--- config.mk ---
export PLATFORM = sky130hd
export DESIGN_NAME = lcs3_ram
export DESIGN_NICKNAME = d
export VERILOG_FILES = /design/src/sv/lcs_length_three_strings_assert.svh /design/src/sv/lcs3_ram.sv
export SDC_FILE = /design/constraint.sdc
export NUM_CORES = 1
export LEC_CHECK = 0
export BUFFER_PORTS_ARGS = -buffer_cell sky130_fd_sc_hd__clkbuf_2
export CORE_MARGIN = 4
export CORE_UTILIZATION = 62
export DETAILED_ROUTE_END_ITERATION = 8
export PLACE_DENSITY = 0.79
export SLEW_MARGIN = 20
export SYNTH_ARGS = -nofsm -noshare
export SYNTH_HDL_FRONTEND = slang
export SYNTH_SLANG_ARGS = --single-unit
--- constraint.sdc ---
create_clock -name clk -period 1.95 [get_ports clk]
set_input_delay 0.0975 -clock clk [delete_from_list [all_inputs] [get_ports clk]]
set_output_delay 0.0975 -clock clk [all_outputs]
set_load 0.01 [all_outputs]
--- src/sv/lcs_length_three_strings_assert.svh ---
// assertion macros used by the lcs3 top level
`ifndef LCS_LENGTH_THREE_STRINGS_ASSERT_SVH
`define LCS_LENGTH_THREE_STRINGS_ASSERT_SVH

// same-cycle implication, checked outside reset
`define LCS3_ASSERT_NOW(lbl, ante, cons, msg) \
  lbl: assert property (@(posedge clk) disable iff (!rst_n) (ante) |-> (cons)) else $error(msg);

// next-cycle implication, checked outside reset
`define LCS3_ASSERT_NEXT(lbl, ante, cons, msg) \
  lbl: assert property (@(posedge clk) disable iff (!rst_n) (ante) |=> (cons)) else $error(msg);

`endif

--- src/sv/lcs3_ram.sv ---
// generic single-write, single-read synchronous ram with registered read
module lcs3_ram #(
  parameter int WIDTH = 8,
  parameter int DEPTH = 64
) (
  input  logic                                       clk,
  input  logic                                       we,
  input  logic [((DEPTH > 1) ? $clog2(DEPTH) : 1)-1:0] waddr,
  input  logic [WIDTH-1:0]                           wdata,
  input  logic [((DEPTH > 1) ? $clog2(DEPTH) : 1)-1:0] raddr,
  output logic [WIDTH-1:0]                           rdata
);

  logic [WIDTH-1:0] mem_r [DEPTH];
  logic [WIDTH-1:0] rdata_r;

  always_ff @(posedge clk) begin
    if (we) begin
      mem_r[waddr] <= wdata;
    end
    rdata_r <= mem_r[raddr];
  end

  assign rdata = rdata_r;

endmodule

==> out/qor.yml, run 1 <==
fin_skew_ns: 0.0203
clock.fmax_mhz: 516
synth.most_common_cell: "edfxtp_1"
drcViolationCount: 0
routed_wirelength_um: 46400
grt_use_total: 0.266
synth_top_cell_by_area: "edfxtp_1"
netlist_instances: 940
synth_common_cells: "edfxtp_1 (512), mux4_2 (126), nor2_1 (83)"
diodes: 0
overflow: 0
drive_gt1_frac: 0.332
slew_headroom: 0.497
slew_violations: 0
vdd.ir_drop.worst_uv: 925
die_w_um: 188
async_flop_share: 0
critical_path.max_fanout: 1
post-route-min-period_ns: 1.94
rsz0062_at_grt: "false"
yosysWarnings: 0
first_pass_iters: 9
yosysSeqAreaShare: 0.770
syn_nets: 962
finalHoldViolCount: 0
syn_avg_cell_area_um2: 21.5
setup_viol: 0
leakage_nw: 7.65
ios: 30
slowest_stage: "mux4_2"
ys_ff_latch: 520
synth_cell_types: 40
ys.flop_type: "edfxtp_1"
final_nets: 1131
crit_type: "reg2reg"
initial_core_util: 0.634
gp_congestion: 0.855
first_global_vias: 10800
clock_path_buffers: 3
synth_area_leaders: "edfxtp_1 (76%), mux4_2 (14%), nor2_1 (1.5%), mux2i_1 (1.1%), dfxtp_1 (0.79%)"
hpwlAfterDp_um: 28700
required_ns: 2.36
die-area_um2: 35500
grt_pass1_wl_um: 69800
grt_max_degree: 65
worstPathCellList: "mux4_2 -> mux2_2 -> o221a_2 -> nor3_4 -> o32ai_1"
synth_edf_count: 512
synth_top_area_frac: 0.762
antenna_found_initial: 3
holdWs_ns: 0.0368
fin_area_um2: 23400
status: "finished clean"
viasPerCell: 6.64
drtIter0Drc: 1509
rows: 65
crit_arrival_ns: 2.35
h-tree-depth: 2
design.core.area_um2: 31800
drv_cap: 0
critPathMaxStageDelay_ns: 0.50
power_mw: 23.1
end_kind: "flop"
placedInstanceArea_um2: 21800
cellPowerDensity_nw_per_um2: 988
clock_sinks: 520
clock_latency_ns: 0.55
die_height_um: 188
cts_buffers: 49
ctsRootBufferMaster: "clkbuf_16"
post-route-period-util: 0.993
post-route-util: 0.737
startpoint_type: "flop"
numPortBuffers: 29
setup_tns_ns: 0
hold_path.class: "in2reg"
worst_slew_pin_slew_ns: 0.754
syn_area_um2: 20200
hold_buffers: 0
dr_total_vias: 10500
avgRoutedWirePerCell_um: 29.4
drtAntennaViolNets: 0
clk_pin_slew_ns: 0.06
cts_tree: "yes"
synthToLayoutAreaGrowth_pct: 16.2
## final timing paths
| check | start | endpoint | slack [ns] | cells after the start |
|---|---|---|---|---|
| setup / recovery | mem_r[21][6] | rdata[6] | 0.01 | 5 |
| hold / removal | wdata[0] | mem_r[40][0] | 0.04 | 2 |
| setup reg to reg | mem_r[21][6] | rdata[6] | 0.01 | 5 |
| hold reg to reg | mem_r[19][1] | rdata[1] | 0.86 | 4 |
## layout make-up
| cell class | instances | area [um^2] |
|---|---|---|
| well taps | 435 | 544 |
| clock inverters | 17 | 184 |
| clock buffers | 72 | 1420 |
| repair buffers | 169 | 1410 |
| flip-flops and latches | 520 | 15500 |
| multi-input cells | 369 | 4340 |
| fillers | 1639 | 8370 |
## where the power goes
part | internal [mW] | leakage [nW] | total, mW | switching (mW)
registers | 12.4 | 4.67 | 12.4 | 0.0420
clock network | 5.54 | 0.780 | 9.45 | 3.91
logic | 0.531 | 2.20 | 1.28 | 0.744
## what timing repair did
action / in CTS / in global routing
resized for setup: 4 / 1
endpoints found under the setup margin: 2 / 2
pin swaps: 1 / 1
setup buffers: 0 / 0
## cells in the final DEF (no fill, tap or decap), types with 7 or more instances in the layout
master	instances
nor2_1	82
dfxtp_1	8
buf_12	16
mux2i_1	23
o22ai_1	8
mux2_2	13
nand2b_1	7
clkbuf_2	26
edfxtp_1	512
nand3_1	13
clkbuf_16	51
buf_4	126
nor2b_1	14
nand2_1	19
mux4_2	126
clkbuf_1	15
o221ai_1	8
clkbuf_8	7
## kinds of logic (layout without fill, tap and decap cells)
kind of cell / after synthesis / after routing / synth area share
compound gates: 54 / 54 / 0.0207
simple gates: 153 / 153 / 0.0339
flops: 520 / 520 / 0.770
mux: 162 / 162 / 0.159
buf+inv: 51 / 258 / 0.0157
## metrics by stage
stage | setup slack, ns | instances
after CTS | 0.0335 | 1582
after global placement | -0.240 | 1493
final | 0.0128 | 1582
after floorplan | 0.185 | 940
after detailed placement | -0.264 | 1493
after global routing | 0.00291 | 1582
## routing by layer
metal | up-vias | part of all wire | GRT usage
met1 | 5438 | 0.37 | 0.376
met3 | 120 | 0.10 | 0.0546
met5 | - | 0.0013 | 0
met4 | 8 | 0.028 | 0.0689
li1 | 4264 | - | -
met2 | 674 | 0.50 | 0.437
## state kept, by name, indices dropped and copies added, names as in the netlist
| register | count |
|---|---|
| mem_r | 512 |
| rdata | 8 |
## worst max-delay path, delay by kind of cell (launching register included)
family	cells	cell delay, ns
mux	2	0.78
compound gates	2	0.44
flops	1	0.40
simple gates	1	0.18
(Power assumes the default switching activity.)
==> inputs of run 2 (changes only) <==
- GPL_TIMING_DRIVEN: default -> 0
==> out/qor.yml, run 2 (synthesized netlist as in run 1, its figures left out) <==
drive_gt1_frac: 0.281  # was 0.332
critical_path.max_fanout: 10  # was 1
final_cells: 1485  # was 1582
layout_setup_ws_ns: -0.0127  # was 0.0128 ns
viasPerCell: 6.88  # was 6.64
cts_buffers: 49  # unchanged
worstReg2RegEnd: "rdata[1]"  # was rdata[6]
startpoint_type: "input port"  # was flop
seqPwrFrac: 0.537  # was 0.536
clock_sinks: 520  # unchanged
crit_arrival_ns: 2.14  # was 2.35 ns
required_ns: 2.13  # was 2.36 ns
crit_family: "simple AND/OR/NAND/NOR gates"  # was multiplexers
die_height_um: 188  # unchanged
ios: 30  # unchanged
worstPathCellList: "clkbuf_1 -> nor2b_1 -> nand3_1 -> nor2_1"  # was mux4_2 -> mux2_2 -> o221a_2 -> nor3_4 -> o32ai_1
numPortBuffers: 21  # was 29
fin_skew_ns: 0.0173  # was 0.0203 ns
die_w_um: 188  # unchanged
antenna_found_initial: 2  # was 3
path_buf_inv: 1  # was 0
slew_headroom: 0.340  # was 0.497
reg2reg_slack_ns: 0  # was 0.01 ns
first_global_vias: 10200  # was 10800
violations: "negative setup slack"
finalHoldViolCount: 0  # unchanged
crit_type: "in2reg"  # was reg2reg
ctsRootBufferMaster: "clkbuf_16"  # unchanged
power_mw: 23.1  # about the same
reg2reg_depth: 5  # unchanged
clock_latency_ns: 0.56  # was 0.55 ns
sw_frac_of_total: 0.209  # was 0.203
post-route-util: 0.711  # was 0.737
leakage_nw: 7.06  # was 7.65 nW
vdd.ir_drop.worst_uv: 728  # was 925 uV
rows: 65  # unchanged
post-route-period-util: 1.01  # was 0.993
initial_core_util: 0.634  # unchanged
startpoint: "waddr[2]"  # was mem_r[21][6]
overflow: 0  # unchanged
cellPowerDensity_nw_per_um2: 1020  # was 988 nW/um^2
clk_pin_slew_ns: 0.06  # about the same
end_kind: "flop"  # unchanged
post-route-min-period_ns: 1.96  # was 1.94 ns
critPathMaxStageDelay_ns: 0.89  # was 0.50 ns
place_inst: 1397  # was 1493
p_switching_mw: 4.84  # was 4.69 mW
grt_use_total: 0.273  # was 0.266
status: "complete, but fails checks"  # was finished clean
drcViolationCount: 0  # unchanged
setup_tns_ns: -0.0563  # was 0 ns
drtAntennaViolNets: 0  # unchanged
setup_viol: 9  # was 0
die-area_um2: 35500  # unchanged
cp.depth: 4  # was 5
final_nets: 1035  # was 1131
cts_tree: "yes"  # unchanged
grt_max_degree: 65  # unchanged
intPower_mw: 18.3  # was 18.4 mW
grt_pass1_wl_um: 69700  # was 69800 um
final_common_cell: "edfxtp_1"  # unchanged
avgRoutedWirePerCell_um: 32.2  # was 29.4 um
drv_cap: 0  # unchanged
dr_total_vias: 10200  # was 10500
r2r_start: "mem_r[5][1]"  # was mem_r[21][6]
top_register: "mem_r"  # unchanged
routed_wirelength_um: 47800  # was 46400 um
slew_violations: 0  # unchanged
worst_slew_pin_slew_ns: 0.986  # was 0.754 ns
drtIter0Drc: 1441  # was 1509
hpwlAfterDp_um: 29200  # was 28700 um
hold_path.class: "in2reg"  # unchanged
synthToLayoutAreaGrowth_pct: 12.1  # was 16.2%
combPwrFrac: 0.056  # was 0.055
clock.fmax_mhz: 509  # was 516 MHz
cp-endpoint: "mem_r[61][2]"  # was rdata[6]
p_clk_frac: 0.407  # was 0.408
layout_common_cells: "edfxtp_1 (512), mux4_2 (126), nor2_1 (78)"  # was edfxtp_1 (512), mux4_2 (126), buf_4 (126)
clock_path_buffers: 3  # unchanged
design.core.area_um2: 31800  # unchanged
first_pass_iters: 6  # was 9
h-tree-depth: 2  # unchanged
rsz0062_at_grt: "true"  # was false
largest_register_ffs: 512  # unchanged
fillers: 1836  # was 1639
gp_congestion: 0.969  # was 0.855
slowest_stage: "nor2_1"  # was mux4_2
==> run 2: cell count changes in the layout (fill, tap and decap cells not counted), moves of 4 or more <==
cell      change
buf_12       -13
buf_2         +9
buf_4       -108
buf_6         +4
clkbuf_2      -6
clkbuf_4      +5
nor2_1        -4
==> run 2: area by class of cell <==
type | count | area (um^2) | share of cell area
diodes | 1 | 2.50 | 0.000111
plain buffers | 50 | 329 | 0.0146
clock buffers | 63 | 1360 | 0.0601
clock inverters | 24 | 219 | 0.00969
multi-input cells | 369 | 4460 | 0.197
flip-flops and latches | 520 | 15500 | 0.687
well taps | 435 | 544 | 0.0241
repair buffers | 23 | 153 | 0.00675
==> run 2: per-layer routing <==
layer | track usage | vias up | part of all wire
met5 | 0 | - | 0.00029
met4 | 0.0902 | 2 | 0.037
met3 | 0.0748 | 131 | 0.13
met2 | 0.413 | 816 | 0.47
met1 | 0.399 | 5188 | 0.37
li1 | - | 4075 | -
==> run 2: per-stage QoR <==
stage	setup WS, ns	cell area, um^2	hold slack, ns
after global placement	-0.892	20800	0.486
after global routing	-0.0382	22600	0.120
after CTS	-0.0367	22500	0.181
after floorplan	0.185	20200	0.196
after detailed placement	-0.996	20900	0.485
final	-0.0127	22600	0.111
==> run 2: worst register-to-register path, stage by stage (launching register included) <==
cell and delay, ns:
edfxtp_1 0.41, mux4_2 0.50, mux4_2 0.55, nor2_4 0.13, nor3_2 0.05, o2bb2ai_2 0.16
==> run 2: how the worst min path moves through the flow <==
stage | from | endpoint | cells after the start
3_5_place_dp | rdata[4] | rdata[4] | 1
4_1_cts | waddr[0] | mem_r[49][6] | 3
2_1_floorplan | wdata[0] | mem_r[0][0] | 0
5_1_grt | wdata[7] | mem_r[48][7] | 1
6_report | wdata[7] | mem_r[48][7] | 1
3_3_place_gp | rdata[3] | rdata[3] | 1
==> run 2: what timing repair did <==
item                       4_1_cts  5_1_grt
pin swaps                        4        4
setup endpoints to repair        8       24
hold endpoints to repair         2        0
hold buffers                     1        0
resized for setup               25       20
setup buffers                    0        0
==> run 2: power by group through the flow <==
stage / clock network (mW) / logic [mW] / registers [mW]
floorplan: 0 / 0.659 / 12.6
global placement: 0 / 1.17 / 12.6
detailed placement: 0 / 1.21 / 12.6
CTS: 9.41 / 1.25 / 12.4
global route: 9.95 / 1.34 / 12.4
finish: 9.41 / 1.29 / 12.4
