## src/sv/lcs_length_three_strings_assert.svh

```systemverilog
// assertion macros used by the lcs3 top level
`ifndef LCS_LENGTH_THREE_STRINGS_ASSERT_SVH
`define LCS_LENGTH_THREE_STRINGS_ASSERT_SVH

// same-cycle implication, checked outside reset
`define LCS3_ASSERT_NOW(lbl, ante, cons, msg) \
  lbl: assert property (@(posedge clk) disable iff (!rst_n) (ante) |-> (cons)) else $error(msg);

// next-cycle implication, checked outside reset
`define LCS3_ASSERT_NEXT(lbl, ante, cons, msg) \
  lbl: assert property (@(posedge clk) disable iff (!rst_n) (ante) |=> (cons)) else $error(msg);

`endif

```

## src/sv/lcs3_pkg.sv

```systemverilog
// shared constants, codes and types of the three-string lcs engine
package lcs3_pkg;

  localparam int MAX_LEN     = 64;
  localparam int LEN_W       = $clog2(MAX_LEN + 1);
  localparam int IDX_W       = (MAX_LEN > 1) ? $clog2(MAX_LEN) : 1;
  localparam int PLANE_DEPTH = MAX_LEN * MAX_LEN;
  localparam int PADDR_W     = (PLANE_DEPTH > 1) ? $clog2(PLANE_DEPTH) : 1;
  localparam int CMD_W       = 2;
  localparam int CH_W        = 8;
  localparam int LCS_W       = 7;

  typedef enum logic [CMD_W-1:0] {
    CMD_APPEND_A = 2'd0,
    CMD_APPEND_B = 2'd1,
    CMD_APPEND_C = 2'd2,
    CMD_COMPUTE  = 2'd3
  } cmd_t;

  typedef enum logic [1:0] {
    ST_IDLE,
    ST_RUN,
    ST_DRAIN,
    ST_DONE
  } state_t;

  // one table cell handed from the sequencer to the cell datapath
  typedef struct packed {
    logic               valid;
    logic               first_plane;
    logic               first_row;
    logic               first_col;
    logic               last;
    logic [PADDR_W-1:0] paddr;
    logic [IDX_W-1:0]   kaddr;
  } cell_issue_t;

  typedef struct packed {
    logic             valid;
    logic [LEN_W-1:0] score;
  } cell_rsp_t;

endpackage

```

## src/sv/lcs3_ctrl.sv

```systemverilog
// sequencer: string loading, lengths, cell walk and result register
module lcs3_ctrl (
  input  logic                          clk,
  input  logic                          rst_n,
  input  logic                          in_valid,
  output logic                          in_ready,
  input  logic [lcs3_pkg::CMD_W-1:0]    in_cmd,
  input  logic [lcs3_pkg::CH_W-1:0]     in_ch,
  output logic                          out_valid,
  input  logic                          out_ready,
  output logic [lcs3_pkg::LCS_W-1:0]    out_lcs_len,
  output logic                          out_overflow,
  output logic [2:0]                    str_we,
  output logic [lcs3_pkg::IDX_W-1:0]    str_waddr,
  output logic [lcs3_pkg::CH_W-1:0]     str_wdata,
  output logic [lcs3_pkg::IDX_W-1:0]    rd_a,
  output logic [lcs3_pkg::IDX_W-1:0]    rd_b,
  output logic [lcs3_pkg::IDX_W-1:0]    rd_c,
  output lcs3_pkg::cell_issue_t         issue,
  input  lcs3_pkg::cell_rsp_t           rsp
);
  import lcs3_pkg::*;

  localparam logic [LEN_W-1:0] FULL = LEN_W'(MAX_LEN);
  localparam logic [LEN_W-1:0] ONE  = LEN_W'(1);

  state_t             state_r, state_nxt;
  logic [LEN_W-1:0]   len_a_r, len_a_nxt;
  logic [LEN_W-1:0]   len_b_r, len_b_nxt;
  logic [LEN_W-1:0]   len_c_r, len_c_nxt;
  logic               ovf_r, ovf_nxt;
  logic [IDX_W-1:0]   i_r, i_nxt;
  logic [IDX_W-1:0]   j_r, j_nxt;
  logic [IDX_W-1:0]   k_r, k_nxt;
  logic [PADDR_W-1:0] paddr_r, paddr_nxt;
  logic [LEN_W-1:0]   res_r, res_nxt;
  logic               out_valid_r, out_valid_nxt;
  logic [LCS_W-1:0]   out_len_r, out_len_nxt;
  logic               out_ovf_r, out_ovf_nxt;
  logic               i_end, j_end, k_end;
  cmd_t               cmd;

  assign cmd   = cmd_t'(in_cmd);
  assign i_end = (LEN_W'(i_r) + ONE) == len_a_r;
  assign j_end = (LEN_W'(j_r) + ONE) == len_b_r;
  assign k_end = (LEN_W'(k_r) + ONE) == len_c_r;

  always_ff @(posedge clk) begin
    if (!rst_n) begin
      state_r     <= ST_IDLE;
      len_a_r     <= '0;
      len_b_r     <= '0;
      len_c_r     <= '0;
      ovf_r       <= 1'b0;
      out_valid_r <= 1'b0;
    end else begin
      state_r     <= state_nxt;
      len_a_r     <= len_a_nxt;
      len_b_r     <= len_b_nxt;
      len_c_r     <= len_c_nxt;
      ovf_r       <= ovf_nxt;
      out_valid_r <= out_valid_nxt;
    end
    i_r       <= i_nxt;
    j_r       <= j_nxt;
    k_r       <= k_nxt;
    paddr_r   <= paddr_nxt;
    res_r     <= res_nxt;
    out_len_r <= out_len_nxt;
    out_ovf_r <= out_ovf_nxt;
  end

  always_comb begin
    state_nxt     = state_r;
    len_a_nxt     = len_a_r;
    len_b_nxt     = len_b_r;
    len_c_nxt     = len_c_r;
    ovf_nxt       = ovf_r;
    i_nxt         = i_r;
    j_nxt         = j_r;
    k_nxt         = k_r;
    paddr_nxt     = paddr_r;
    res_nxt       = res_r;
    out_valid_nxt = out_valid_r;
    out_len_nxt   = out_len_r;
    out_ovf_nxt   = out_ovf_r;
    str_we        = 3'b000;
    issue         = '0;
    in_ready      = (state_r == ST_IDLE);

    if (out_valid_r && out_ready) begin
      out_valid_nxt = 1'b0;
    end

    case (state_r)
      ST_IDLE: begin
        if (in_valid) begin
          case (cmd)
            CMD_APPEND_A: begin
              if (len_a_r == FULL) begin
                ovf_nxt = 1'b1;
              end else begin
                str_we[0] = 1'b1;
                len_a_nxt = len_a_r + ONE;
              end
            end
            CMD_APPEND_B: begin
              if (len_b_r == FULL) begin
                ovf_nxt = 1'b1;
              end else begin
                str_we[1] = 1'b1;
                len_b_nxt = len_b_r + ONE;
              end
            end
            CMD_APPEND_C: begin
              if (len_c_r == FULL) begin
                ovf_nxt = 1'b1;
              end else begin
                str_we[2] = 1'b1;
                len_c_nxt = len_c_r + ONE;
              end
            end
            CMD_COMPUTE: begin
              i_nxt     = '0;
              j_nxt     = '0;
              k_nxt     = '0;
              paddr_nxt = '0;
              // an empty string leaves nothing to walk
              if (len_a_r == '0 || len_b_r == '0 || len_c_r == '0) begin
                res_nxt   = '0;
                state_nxt = ST_DONE;
              end else begin
                state_nxt = ST_RUN;
              end
            end
            default: ;
          endcase
        end
      end
      ST_RUN: begin
        issue.valid       = 1'b1;
        issue.first_plane = (i_r == '0);
        issue.first_row   = (j_r == '0);
        issue.first_col   = (k_r == '0);
        issue.last        = i_end && j_end && k_end;
        issue.paddr       = paddr_r;
        issue.kaddr       = k_r;
        if (k_end) begin
          k_nxt = '0;
          if (j_end) begin
            j_nxt     = '0;
            paddr_nxt = '0;
            if (i_end) begin
              state_nxt = ST_DRAIN;
            end else begin
              i_nxt = i_r + IDX_W'(1);
            end
          end else begin
            j_nxt     = j_r + IDX_W'(1);
            paddr_nxt = paddr_r + PADDR_W'(1);
          end
        end else begin
          k_nxt     = k_r + IDX_W'(1);
          paddr_nxt = paddr_r + PADDR_W'(1);
        end
      end
      ST_DRAIN: begin
        if (rsp.valid) begin
          res_nxt   = rsp.score;
          state_nxt = ST_DONE;
        end
      end
      ST_DONE: begin
        if (!out_valid_r || out_ready) begin
          out_valid_nxt = 1'b1;
          out_len_nxt   = LCS_W'(res_r);
          out_ovf_nxt   = ovf_r;
          len_a_nxt     = '0;
          len_b_nxt     = '0;
          len_c_nxt     = '0;
          ovf_nxt       = 1'b0;
          state_nxt     = ST_IDLE;
        end
      end
      default: state_nxt = ST_IDLE;
    endcase
  end

  always_comb begin
    case (cmd)
      CMD_APPEND_A: str_waddr = len_a_r[IDX_W-1:0];
      CMD_APPEND_B: str_waddr = len_b_r[IDX_W-1:0];
      default:      str_waddr = len_c_r[IDX_W-1:0];
    endcase
  end

  assign str_wdata    = in_ch;
  assign rd_a         = i_r;
  assign rd_b         = j_r;
  assign rd_c         = k_r;
  assign out_valid    = out_valid_r;
  assign out_lcs_len  = out_len_r;
  assign out_overflow = out_ovf_r;

endmodule

```

## config.mk

```make
export PLATFORM = sky130hd
export DESIGN_NAME = lcs3_ctrl
export DESIGN_NICKNAME = d
export VERILOG_FILES = /design/src/sv/lcs_length_three_strings_assert.svh /design/src/sv/lcs3_pkg.sv /design/src/sv/lcs3_ctrl.sv
export SDC_FILE = /design/constraint.sdc
export NUM_CORES = 1
export LEC_CHECK = 0
export BUFFER_PORTS_ARGS = -buffer_cell sky130_fd_sc_hd__clkbuf_2
export CORE_MARGIN = 2
export CORE_UTILIZATION = 51
export CTS_BUF_LIST = sky130_fd_sc_hd__clkbuf_2
export DETAILED_ROUTE_END_ITERATION = 16
export PLACE_DENSITY = 0.76
export SKIP_CTS_REPAIR_TIMING = 1
export SYNTH_ARGS = -nofsm -noshare
export SYNTH_HDL_FRONTEND = slang
export SYNTH_SLANG_ARGS = --single-unit
```

## constraint.sdc

```tcl
create_clock -name clk -period 2.8 [get_ports clk]
set_input_delay 0.28 -clock clk [delete_from_list [all_inputs] [get_ports clk]]
set_output_delay 0.28 -clock clk [all_outputs]
set_load 0.02 [all_outputs]
```

==> results.md, run 1 <==
- Final standard cell area without fillers: 4850 um^2
- Sequential-to-total area share from yosys stat: 44.6%
- Status: complete, but fails checks
- Worst clock skew: 0.0310 ns
- Number of distinct library cells after synthesis: 50
- Maximum resistive drop on vdd: 0.379 mV
- Vias in the first global route: 3,160
- Worst-case headroom to the max-slew limit: around 57%
- Sw Ratio: 39.6%
- Transition time at the pin with the least slew margin: 0.648 ns
- Combinational group share of total power: between 40% and 50%
- Clock tree buffer depth: 2
- Crit-path slowest cell: sky130_fd_sc_hd__or4_4
- Crit path required time: 2.52 ns
- Area grow syn2layout: 16.7%
- R2r setup slk: 0.26 ns
- Final slew viol count: 0
- Setup crit start kind: register
- Setup WS post-layout: -0.211 ns
- Period Utilization, post-route: 108%
- DRT iter0 DRCs: 230
- Number of enable-type register cells in the synthesized netlist: 45
- Via count: 3,335
- Register Area: 1850 um^2
- CP cell instances: ha_4 > xnor2_2 > xor2_1 > nand2_1 > or4_4 > a311o_1 > nor2_2 > buf_6
- Primary flip-flop cell chosen by synthesis mapping: sky130_fd_sc_hd__edfxtp_1
- Number of antenna repair diodes: 0
- Total detailed-routing wirelength: 9390 um
- Post-Syn Area: 4160 um^2
- Clk sinks: 70
- Total of warnings raised by yosys: 0
- Count of filler cells inserted in the layout: 658
- Synthesized instance count: 432
- Number of storage elements in the synthesis netlist: 70
- Maximum level of the CTS H-tree: 3
- Number of rows in the core area: 32
- Setup Total Neg Slack: -0.211 ns
- Sequential power share: 41.3%
- Detailed-placement wirelength estimate: 6760 um
- FFs w/ async S/R, synth: 0%
- Leakage power total: 2.06 nW
- Overall fraction of global-route tracks in use: ~22%
- Fraction of power consumed by the clock network: a little under a fifth
- Worst-path maximum fanout: 4
- First drt pass iteration count: 4
- Violations in the final reports: setup timing
- Number of primary I/O pins: 90
- Clock slew at the register clock pins of the worst setup and hold paths: 0.19 ns
- Width of the die: 94.3 um
- Wire length of the first global-routing pass: 15,200 um
- Total net switching power: 0.00147 W
- Worst min-delay path class: primary input to register
- CTS tree: yes
- Fraction of layout cells with a size suffix above 1: 23.9%
- Maximum number of pins on one net before global-route repair: 30
- Detailed-route DRC error count: 0
- Root Buffer Master: sky130_fd_sc_hd__clkbuf_2
- Path type of the worst setup path: register to output port
- Worst-Skew Late Latency: 0.52 ns
- Critical path endpoint category: output port
- Post-route minimum period: 3.01 ns
- Number of vias per cell: 5.41
- Area of the core region: just under 8000 um^2
- Post-DRT Antenna Nets: 0
- Number of CTS-inserted buffers: 9
- Vertical extent of the die: 94.3 um
- Mean instance size in the synthesized netlist: 9.62 um^2
- Placed cell area: 4620 um^2
- Routed len/inst: 15.2 um
- Post-synth net total: 471
- Data arrival, critical path: about 2.7 ns
- Util after Layout: 62.1%
- Count of buffers inserted at the top-level ports: 73
- Final-stage net count: 549
- Total setup violations reported at the end of the flow: 1
- Hold Violations, Final: 0
- RSZ-0062 raised after global routing: true
- Slowest Stage Delay on Critical Path: 0.53 ns
- Ratio of total power to cell area: 767 nW/um^2
- Initial antenna violation count: 0
- Total die area: 8890 um^2
- P_int: 0.00225 W
- Initial cell density of the core: between 50% and 60%
- Max-cap check violation count: 0
- Routability-driven placement congestion ratio: a little under 0.9
- Residual overflow from global routing: 0
- Tot Pwr: 0.00372 W
- Multi-input logic area: ~2100 um^2
- Fmax: 332 MHz
[final timing paths]
kind | depth (start not counted) | to | from
worst max-delay path | 8 | issue[18] | rd_b[0]
worst min-delay path | 2 | res_r[2] | rsp[2]
worst max register to register | 6 | rd_a[0] | rd_c[2]
worst min register to register | 0 | out_lcs_len[0] | res_r[0]
[logic make-up after synthesis]
kind of cell	count (synthesis)	synth area share, %
xor gates and xnor gates	63	14.0
muxes	7	1.69
buffers and inverters	45	5.09
AOI/OAI and AO/OA	38	6.32
adders and majority gates	17	5.12
and+or+nand+nor	192	23.2
DFF	70	44.6
[stage by stage]
step                setup WS [ns]  hold slack (ns)  std cells
CTS                        -0.515          0.00739        612
floorplan                  0.0155            0.400        432
global route               -0.341          0.00301        617
detailed placement         0.0782            0.405        596
global placement            0.139            0.401        596
finish                     -0.211           0.0341        617
[state kept, by name, summed over array words and instances (netlist names), 2 cells and up]
name / cells
len_a_r: 7
len_b_r: 7
len_c_r: 7
out_lcs_len: 7
paddr_r: 12
rd_a: 6
rd_b: 6
rd_c: 6
res_r: 7
state_r: 2
[placed cells by master, fill, tap and decap left out, types with 19 or more instances in the layout]
cell and count:
sky130_fd_sc_hd__clkbuf_2 82, sky130_fd_sc_hd__nor2_1 61, sky130_fd_sc_hd__edfxtp_1 45, sky130_fd_sc_hd__xor2_1 36
sky130_fd_sc_hd__nand2_1 30, sky130_fd_sc_hd__and2_1 26, sky130_fd_sc_hd__dfxtp_1 25, sky130_fd_sc_hd__xnor2_1 23
sky130_fd_sc_hd__inv_1 19, sky130_fd_sc_hd__and3_1 19
[cell usage after synthesis, types with 2 or more instances]
cell type | count | share of area (%)
sky130_fd_sc_hd__buf_4 | 9 | 1.6
sky130_fd_sc_hd__o21ai_0 | 12 | 1.4
sky130_fd_sc_hd__nor2_1 | 62 | 5.6
sky130_fd_sc_hd__a311o_1 | 3 | 0.72
sky130_fd_sc_hd__nor4_1 | 6 | 0.90
sky130_fd_sc_hd__nor3_1 | 4 | 0.48
sky130_fd_sc_hd__ha_1 | 17 | 5.1
sky130_fd_sc_hd__and3_1 | 20 | 3.0
sky130_fd_sc_hd__edfxtp_1 | 45 | 33
sky130_fd_sc_hd__xnor2_1 | 25 | 5.3
sky130_fd_sc_hd__dfxtp_1 | 25 | 12
sky130_fd_sc_hd__mux2i_1 | 7 | 1.7
sky130_fd_sc_hd__or3_1 | 2 | 0.30
sky130_fd_sc_hd__clkbuf_1 | 8 | 0.72
sky130_fd_sc_hd__nand4_1 | 15 | 2.3
sky130_fd_sc_hd__buf_2 | 7 | 0.84
sky130_fd_sc_hd__nand3_1 | 16 | 1.9
sky130_fd_sc_hd__o21a_1 | 2 | 0.36
sky130_fd_sc_hd__nand2b_1 | 2 | 0.30
sky130_fd_sc_hd__inv_1 | 20 | 1.8
sky130_fd_sc_hd__nand2_1 | 30 | 2.7
sky130_fd_sc_hd__xor2_1 | 36 | 7.6
sky130_fd_sc_hd__a21oi_1 | 7 | 0.84
sky130_fd_sc_hd__and2_1 | 26 | 3.9
[routing by layer]
layer	track usage [%]	share of wire, %	up-vias
li1	-	-	1644
met1	28.9	43	1594
met2	36.0	50	83
met3	3.77	4.8	14
met4	8.82	1.5	0
met5	0	0	-
[power by group through the flow]
stage	sequential, W	combinational [W]	clock, W
after floorplan	0.00158	0.000960	0
after detailed placement	0.00156	0.00146	0
final	0.00154	0.00151	0.000675
after CTS	0.00153	0.00148	0.000687
after global placement	0.00155	0.00142	0
after global routing	0.00156	0.00166	0.000731
[area by class of cell]
type	instances	share of cell area [%]
repair buffers	91	10.5
clock inverters	6	1.78
flip-flops and latches	70	38.2
well taps	102	2.63
inverters	21	1.63
clock buffers	10	1.03
multi-input cells	317	44.3
[critical path, delay by kind of cell, from the launching register on]
family / cells / cell delay, ns
XOR/XNOR: 2 / 0.33
AND/OR/NAND/NOR: 3 / 0.71
AO/OA/AOI/OAI: 1 / 0.34
buffers and inverters: 1 / 0.12
flip-flops: 1 / 0.51
adder cells (fa/ha/maj): 1 / 0.21
Note: power is estimated with default switching activity, not from simulation.
==> run 2: changes to the inputs <==
--- a/config.mk
+++ b/config.mk
@@ -12,6 +12,7 @@
 export DETAILED_ROUTE_END_ITERATION = 16
 export PLACE_DENSITY = 0.76
 export SKIP_CTS_REPAIR_TIMING = 1
+export SLEW_MARGIN = 15
 export SYNTH_ARGS = -nofsm -noshare
 export SYNTH_HDL_FRONTEND = slang
 export SYNTH_SLANG_ARGS = --single-unit
==> constraint.sdc (replaced) <==
create_clock -name clk -period 2.8 [get_ports clk]
set_input_delay 0.7 -clock clk [delete_from_list [all_inputs] [get_ports clk]]
set_output_delay 0.7 -clock clk [all_outputs]
set_load 0.02 [all_outputs]
==> results.md, run 2 (synthesis results as in run 1) <==
- Status: complete, but fails checks
- Violations in the final reports: setup timing
- Via count: 3,431 (+2.9%)
- Total die area: 8890 um^2 (unchanged)
- Residual overflow from global routing: 0 (unchanged)
- Area grow syn2layout: 21.0%
- Detailed-placement wirelength estimate: 7080 um (+4.7%)
- Startpoint of the tightest hold check path: res_r[2]
- Cell count of the worst hold path: 0 (-2)
- Routability-driven placement congestion ratio: 0.947 (+8.3%)
- Maximum resistive drop on vdd: 0.479 mV (+27%)
- CTS tree: yes
- Tot Pwr: 0.00380 W (+2.1%)
- Final slew viol count: 0 (unchanged)
- Area of the core region: 7810 um^2 (unchanged)
- Data arrival, critical path: 2.77 ns (+0.04 ns)
- Reg-to-Reg Start: rd_b[1]
- Detailed-route DRC error count: 0 (unchanged)
- Worst-case headroom to the max-slew limit: 56.9% (+0.28 points)
- Hold Violations, Final: 0 (unchanged)
- Maximum number of pins on one net before global-route repair: 30 (unchanged)
- Wire length of the first global-routing pass: 15,600 um (+3.0%)
- Setup WS post-layout: -0.670 ns (-0.459 ns)
- Initial cell density of the core: 53.2% (unchanged)
- Worst min-delay path class: register to register
- Max-cap check violation count: 0 (unchanged)
- Total setup violations reported at the end of the flow: 2 (+1)
- Number of rows in the core area: 32 (unchanged)
- Number of primary I/O pins: 90 (unchanged)
- Crit path required time: 2.10 ns (-0.42 ns)
- Biggest register: paddr_r
- DRT iter0 DRCs: 230 (unchanged)
- CP cell instances: ha_2 > xnor2_2 > xor2_1 > nand2_1 > or4_4 > a311o_1 > nor2_4 > buf_6
- Setup crit start kind: register
- Top library cells by usage in the layout, fill and taps aside: sky130_fd_sc_hd__clkbuf_2, sky130_fd_sc_hd__nor2_1, sky130_fd_sc_hd__edfxtp_1
- First drt pass iteration count: 4 (unchanged)
- Period Utilization, post-route: 124% (+16 points)
- Critical path endpoint category: output port
- Worst clock skew: 0.0287 ns (-0.00233 ns)
- Worst Hold Slack: 0.436 ns (+0.402 ns)
- Fmax: 288 MHz (-13%)
- Slowest Stage Delay on Critical Path: 0.55 ns (+0.02 ns)
- Transition time at the pin with the least slew margin: 0.644 ns (-0.00418 ns)
- Number of antenna repair diodes: 0 (unchanged)
- Flip-flop count of the largest register, all copies and words added: 12 (unchanged)
- Number of vias per cell: 5.38 (-0.51%)
- Root Buffer Master: sky130_fd_sc_hd__clkbuf_2
- R2r setup slk: 0.17 ns (-0.09 ns)
- Total detailed-routing wirelength: 9860 um (+5.1%)
- Crit-path slowest cell: sky130_fd_sc_hd__or4_4
- Routed len/inst: 15.5 um (+1.6%)
- Clock slew at the register clock pins of the worst setup and hold paths: 0.20 ns (about the same)
- Ratio of total power to cell area: 755 nW/um^2 (-1.5%)
- Leakage power total: 2.17 nW (+5.2%)
- Endpoint of the lowest-slack register-to-register path: rd_a[3]
- Width of the die: 94.3 um (unchanged)
- Most frequent standard cell in the layout excluding fill and tap cells: sky130_fd_sc_hd__clkbuf_2
- Post-DRT Antenna Nets: 0 (unchanged)
- Clock tree buffer depth: 2 (unchanged)
- Number of CTS-inserted buffers: 9 (unchanged)
- Final-stage net count: 570 (+3.8%)
- Worst-Skew Late Latency: 0.53 ns (about the same)
- Maximum level of the CTS H-tree: 3 (unchanged)
- Count of buffers inserted at the top-level ports: 73 (unchanged)
- RSZ-0062 raised after global routing: true
- Path type of the worst setup path: register to output port
- Clk sinks: 70 (unchanged)
- Initial antenna violation count: 0 (unchanged)
- Worst reg-to-reg path cell count: 8 (+2)
- Vertical extent of the die: 94.3 um (unchanged)
- Overall fraction of global-route tracks in use: 22.5% (+0.51 points)
- Fraction of layout cells with a size suffix above 1: 27.4% (+3.5 points)
- Worst-path maximum fanout: 3 (-1)
- WHS Endpoint: out_lcs_len[2]
- Vias in the first global route: 3,309 (+4.7%)
- Post-route minimum period: 3.47 ns (+0.459 ns)
==> run 2: layout make-up <==
cell class | count | area (um^2)
fillers | 661 | 2780
multi-input cells | 317 | 2150
flip-flops and latches | 70 | 1850
repair buffers | 112 | 678
well taps | 102 | 128
clock inverters | 6 | 86.3
inverters | 21 | 81.3
clock buffers | 10 | 50.0
==> run 2: stage by stage <==
step | instance area, um^2 | cells | setup TNS, ns | worst slack [ns] | util (%)
final | 5030 | 638 | -0.686 | -0.670 | 64.4
after CTS | 4930 | 633 | -0.873 | -0.746 | 63.2
after global placement | 4800 | 617 | -0.0928 | -0.0928 | 61.4
after global routing | 5030 | 638 | -0.970 | -0.836 | 64.4
after detailed placement | 4800 | 617 | -0.120 | -0.120 | 61.4
after floorplan | 4180 | 432 | -0.172 | -0.172 | -
==> run 2: how the worst max path moves through the flow <==
stage / end / slack, ns / depth (start not counted) / startpoint
floorplan: issue[18] / -0.17 / 8 / rd_b[0]
CTS: issue[18] / -0.75 / 8 / rd_b[1]
global placement: issue[18] / -0.09 / 8 / rd_b[1]
finish: issue[18] / -0.67 / 8 / rd_b[1]
detailed placement: issue[18] / -0.12 / 8 / rd_b[1]
global route: issue[18] / -0.84 / 8 / rd_b[1]
==> run 2: metal layers <==
layer / up-vias / GRT usage (%) / routed length (um)
li1: 1681 / - / -
met1: 1642 / 29.9 / 4410
met2: 97 / 37.1 / 4790
met3: 11 / 4.65 / 516
met4: 0 / 6.40 / 140
met5: - / 0 / 0
==> run 2: where the power goes <==
| part | leakage [nW] | internal (W) | switching (W) |
|---|---|---|---|
| registers | 0.628 | 0.00137 | 0.000136 |
| clock network | 0.0835 | 0.000298 | 0.000391 |
| logic | 1.46 | 0.000627 | 0.000976 |
| total | 2.17 | 0.00229 | 0.00150 |
==> run 2: critical path: cells and delay by family, from the launching register on <==
family,cells,cell delay [ns]
xor+xnor,2,0.32
buf+inv,1,0.12
compound gates,1,0.40
fa+ha+maj,1,0.23
flops,1,0.46
simple gates,3,0.73
==> run 3: changes to the inputs <==
--- a/config.mk
+++ b/config.mk
@@ -12,6 +12,7 @@
 export DETAILED_ROUTE_END_ITERATION = 16
 export PLACE_DENSITY = 0.76
 export SKIP_CTS_REPAIR_TIMING = 1
+export SKIP_LAST_GASP = 1
 export SLEW_MARGIN = 15
 export SYNTH_ARGS = -nofsm -noshare
 export SYNTH_HDL_FRONTEND = slang
==> results.md, run 3 (synthesis results as in run 1) <==
- Transition time at the pin with the least slew margin: 0.636 ns (-0.00768 ns)
- Clock slew at the register clock pins of the worst setup and hold paths: 0.20 ns (about the same)
- Path type of the worst setup path: register to output port
- Worst reg-to-reg path cell count: 8 (unchanged)
- Vias in the first global route: 3,309 (unchanged)
- Number of primary I/O pins: 90 (unchanged)
- Routed len/inst: 15.4 um (-0.50%)
- Worst-Skew Late Latency: 0.53 ns (about the same)
- Detailed-placement wirelength estimate: 7080 um (unchanged)
- Total die area: 8890 um^2 (unchanged)
- Total setup violations reported at the end of the flow: 2 (unchanged)
- Status: complete, but fails checks
- Via count: 3,454 (+0.67%)
- Post-route minimum period: 3.49 ns (+0.0162 ns)
- First drt pass iteration count: 6 (+2)
- Final slew viol count: 0 (unchanged)
- Reg-to-Reg Start: rd_b[1]
- Period Utilization, post-route: 125% (+0.58 points)
- Count of buffers inserted at the top-level ports: 73 (unchanged)
- Top library cells by usage in the layout, fill and taps aside: sky130_fd_sc_hd__clkbuf_2, sky130_fd_sc_hd__nor2_1, sky130_fd_sc_hd__edfxtp_1
- Combinational group share of total power: 42.2% (about the same)
- Setup crit start kind: register
- RSZ-0062 raised after global routing: true
- CP cell instances: ha_2 > xnor2_2 > xor2_1 > nand2_1 > or4_4 > a311o_1 > nor2_4 > buf_4
- Biggest register: paddr_r
- Fraction of power consumed by the clock network: 18.2% (about the same)
- Worst-path maximum fanout: 3 (unchanged)
- Number of vias per cell: 5.41 (+0.67%)
- Detailed-route DRC error count: 0 (unchanged)
- CTS tree: yes
- Overall fraction of global-route tracks in use: 22.5% (unchanged)
- DRT iter0 DRCs: 239 (+3.9%)
- Maximum level of the CTS H-tree: 3 (unchanged)
- Final-stage net count: 570 (unchanged)
- Number of CTS-inserted buffers: 9 (unchanged)
- Worst-case headroom to the max-slew limit: 57.4% (+0.51 points)
- Worst Hold Slack: 0.437 ns (+0.00152 ns)
- Routability-driven placement congestion ratio: 0.947 (unchanged)
- Total detailed-routing wirelength: 9810 um (-0.50%)
- Wire length of the first global-routing pass: 15,600 um (unchanged)
- Sequential power share: 39.6% (about the same)
- Sw Ratio: 39.6% (about the same)
- Root Buffer Master: sky130_fd_sc_hd__clkbuf_2
- Flip-flop count of the largest register, all copies and words added: 12 (unchanged)
- Maximum resistive drop on vdd: 0.479 mV (about the same)
- Setup Total Neg Slack: -0.699 ns (-0.0134 ns)
- Post-DRT Antenna Nets: 0 (unchanged)
- R2r setup slk: 0.16 ns (about the same)
- Initial antenna violation count: 0 (unchanged)
- WHS Endpoint: out_lcs_len[2]
- Startpoint of the tightest hold check path: res_r[2]
- P_int: 0.00229 W (about the same)
- Residual overflow from global routing: 0 (unchanged)
- Cell count of the worst hold path: 0 (unchanged)
- Tot Pwr: 0.00380 W (about the same)
- Slowest Stage Delay on Critical Path: 0.55 ns (about the same)
- Endpoint of the lowest-slack register-to-register path: rd_a[3]
- Area grow syn2layout: 20.9% (about the same)
- Total net switching power: 0.00150 W (about the same)
- Critical path endpoint category: output port
- Maximum number of pins on one net before global-route repair: 30 (unchanged)
- Crit path required time: 2.10 ns (about the same)
- Worst clock skew: 0.0303 ns (+0.00167 ns)
- Setup WS post-layout: -0.687 ns (-0.0162 ns)
- Leakage power total: 2.17 nW (about the same)
- Hold Violations, Final: 0 (unchanged)
- Fmax: 287 MHz (-0.47%)
- Worst min-delay path class: register to register
- Number of antenna repair diodes: 0 (unchanged)
- Fraction of layout cells with a size suffix above 1: 27.4% (unchanged)
- Number of rows in the core area: 32 (unchanged)
- Clock tree buffer depth: 2 (unchanged)
- Initial cell density of the core: 53.2% (unchanged)
- Width of the die: 94.3 um (unchanged)
- Vertical extent of the die: 94.3 um (unchanged)
- Clk sinks: 70 (unchanged)
- Max-cap check violation count: 0 (unchanged)
- Ratio of total power to cell area: 756 nW/um^2 (about the same)
- Crit-path slowest cell: sky130_fd_sc_hd__or4_4
- Area of the core region: 7810 um^2 (unchanged)
- Violations in the final reports: setup timing
- Data arrival, critical path: 2.79 ns (+0.02 ns)
- Most frequent standard cell in the layout excluding fill and tap cells: sky130_fd_sc_hd__clkbuf_2
- Worst setup startpoint: rd_b[1]
[run 3: cell count changes in the layout (fill, tap and decap cells not counted)]
cell,before,now
sky130_fd_sc_hd__buf_4,37,38
sky130_fd_sc_hd__buf_6,4,3
[run 3: cell type report]
cell class / count / area (um^2)
Clock buffer: 10 / 50.0
Clock inverter: 6 / 86.3
Fill cell: 663 / 2780
Inverter: 21 / 81.3
Multi-Input combinational cell: 317 / 2150
Sequential cell: 70 / 1850
Tap cell: 102 / 128
Timing Repair Buffer: 112 / 674
[run 3: critical path: cells and delay by family, from the launching register on]
kind / cells / cell delay [ns]
simple gates: 3 / 0.71
fa+ha+maj: 1 / 0.23
xor+xnor: 2 / 0.32
buf+inv: 1 / 0.14
compound gates: 1 / 0.40
flops: 1 / 0.46
[run 3: per-layer routing]
metal | vias to the layer above | routed length, um | global-route usage, %
li1 | 1684 | - | -
met1 | 1647 | 4420 | 29.9
met2 | 104 | 4700 | 37.1
met3 | 19 | 494 | 4.65
met4 | 0 | 196 | 6.40
met5 | - | 0 | 0
[run 3: power by group through the flow]
stage               Combinational (W)  Sequential, W  Clock [W]
floorplan                    0.000965        0.00159          0
global placement              0.00152        0.00151          0
detailed placement            0.00155        0.00152          0
CTS                           0.00156        0.00150   0.000691
global route                  0.00176        0.00153   0.000732
finish                        0.00160        0.00150   0.000690
[run 3: worst max-delay path by stage]
| stage | endpoint | slack (ns) | cells past startpoint |
|---|---|---|---|
| after floorplan | issue[18] | -0.17 | 8 |
| after global placement | issue[18] | -0.09 | 8 |
| after detailed placement | issue[18] | -0.12 | 8 |
| after CTS | issue[18] | -0.75 | 8 |
| after global routing | issue[18] | -0.85 | 8 |
| final | issue[18] | -0.69 | 8 |
[run 3: through the flow]
step                      utilization [%]  setup WS [ns]  instances  cell area [um^2]
after CTS                            63.2         -0.746        633              4930
after floorplan                         -         -0.172        432              4180
after global routing                 64.3         -0.848        638              5020
final                                64.3         -0.687        638              5020
after global placement               61.4        -0.0928        617              4800
after detailed placement             61.4         -0.120        617              4800
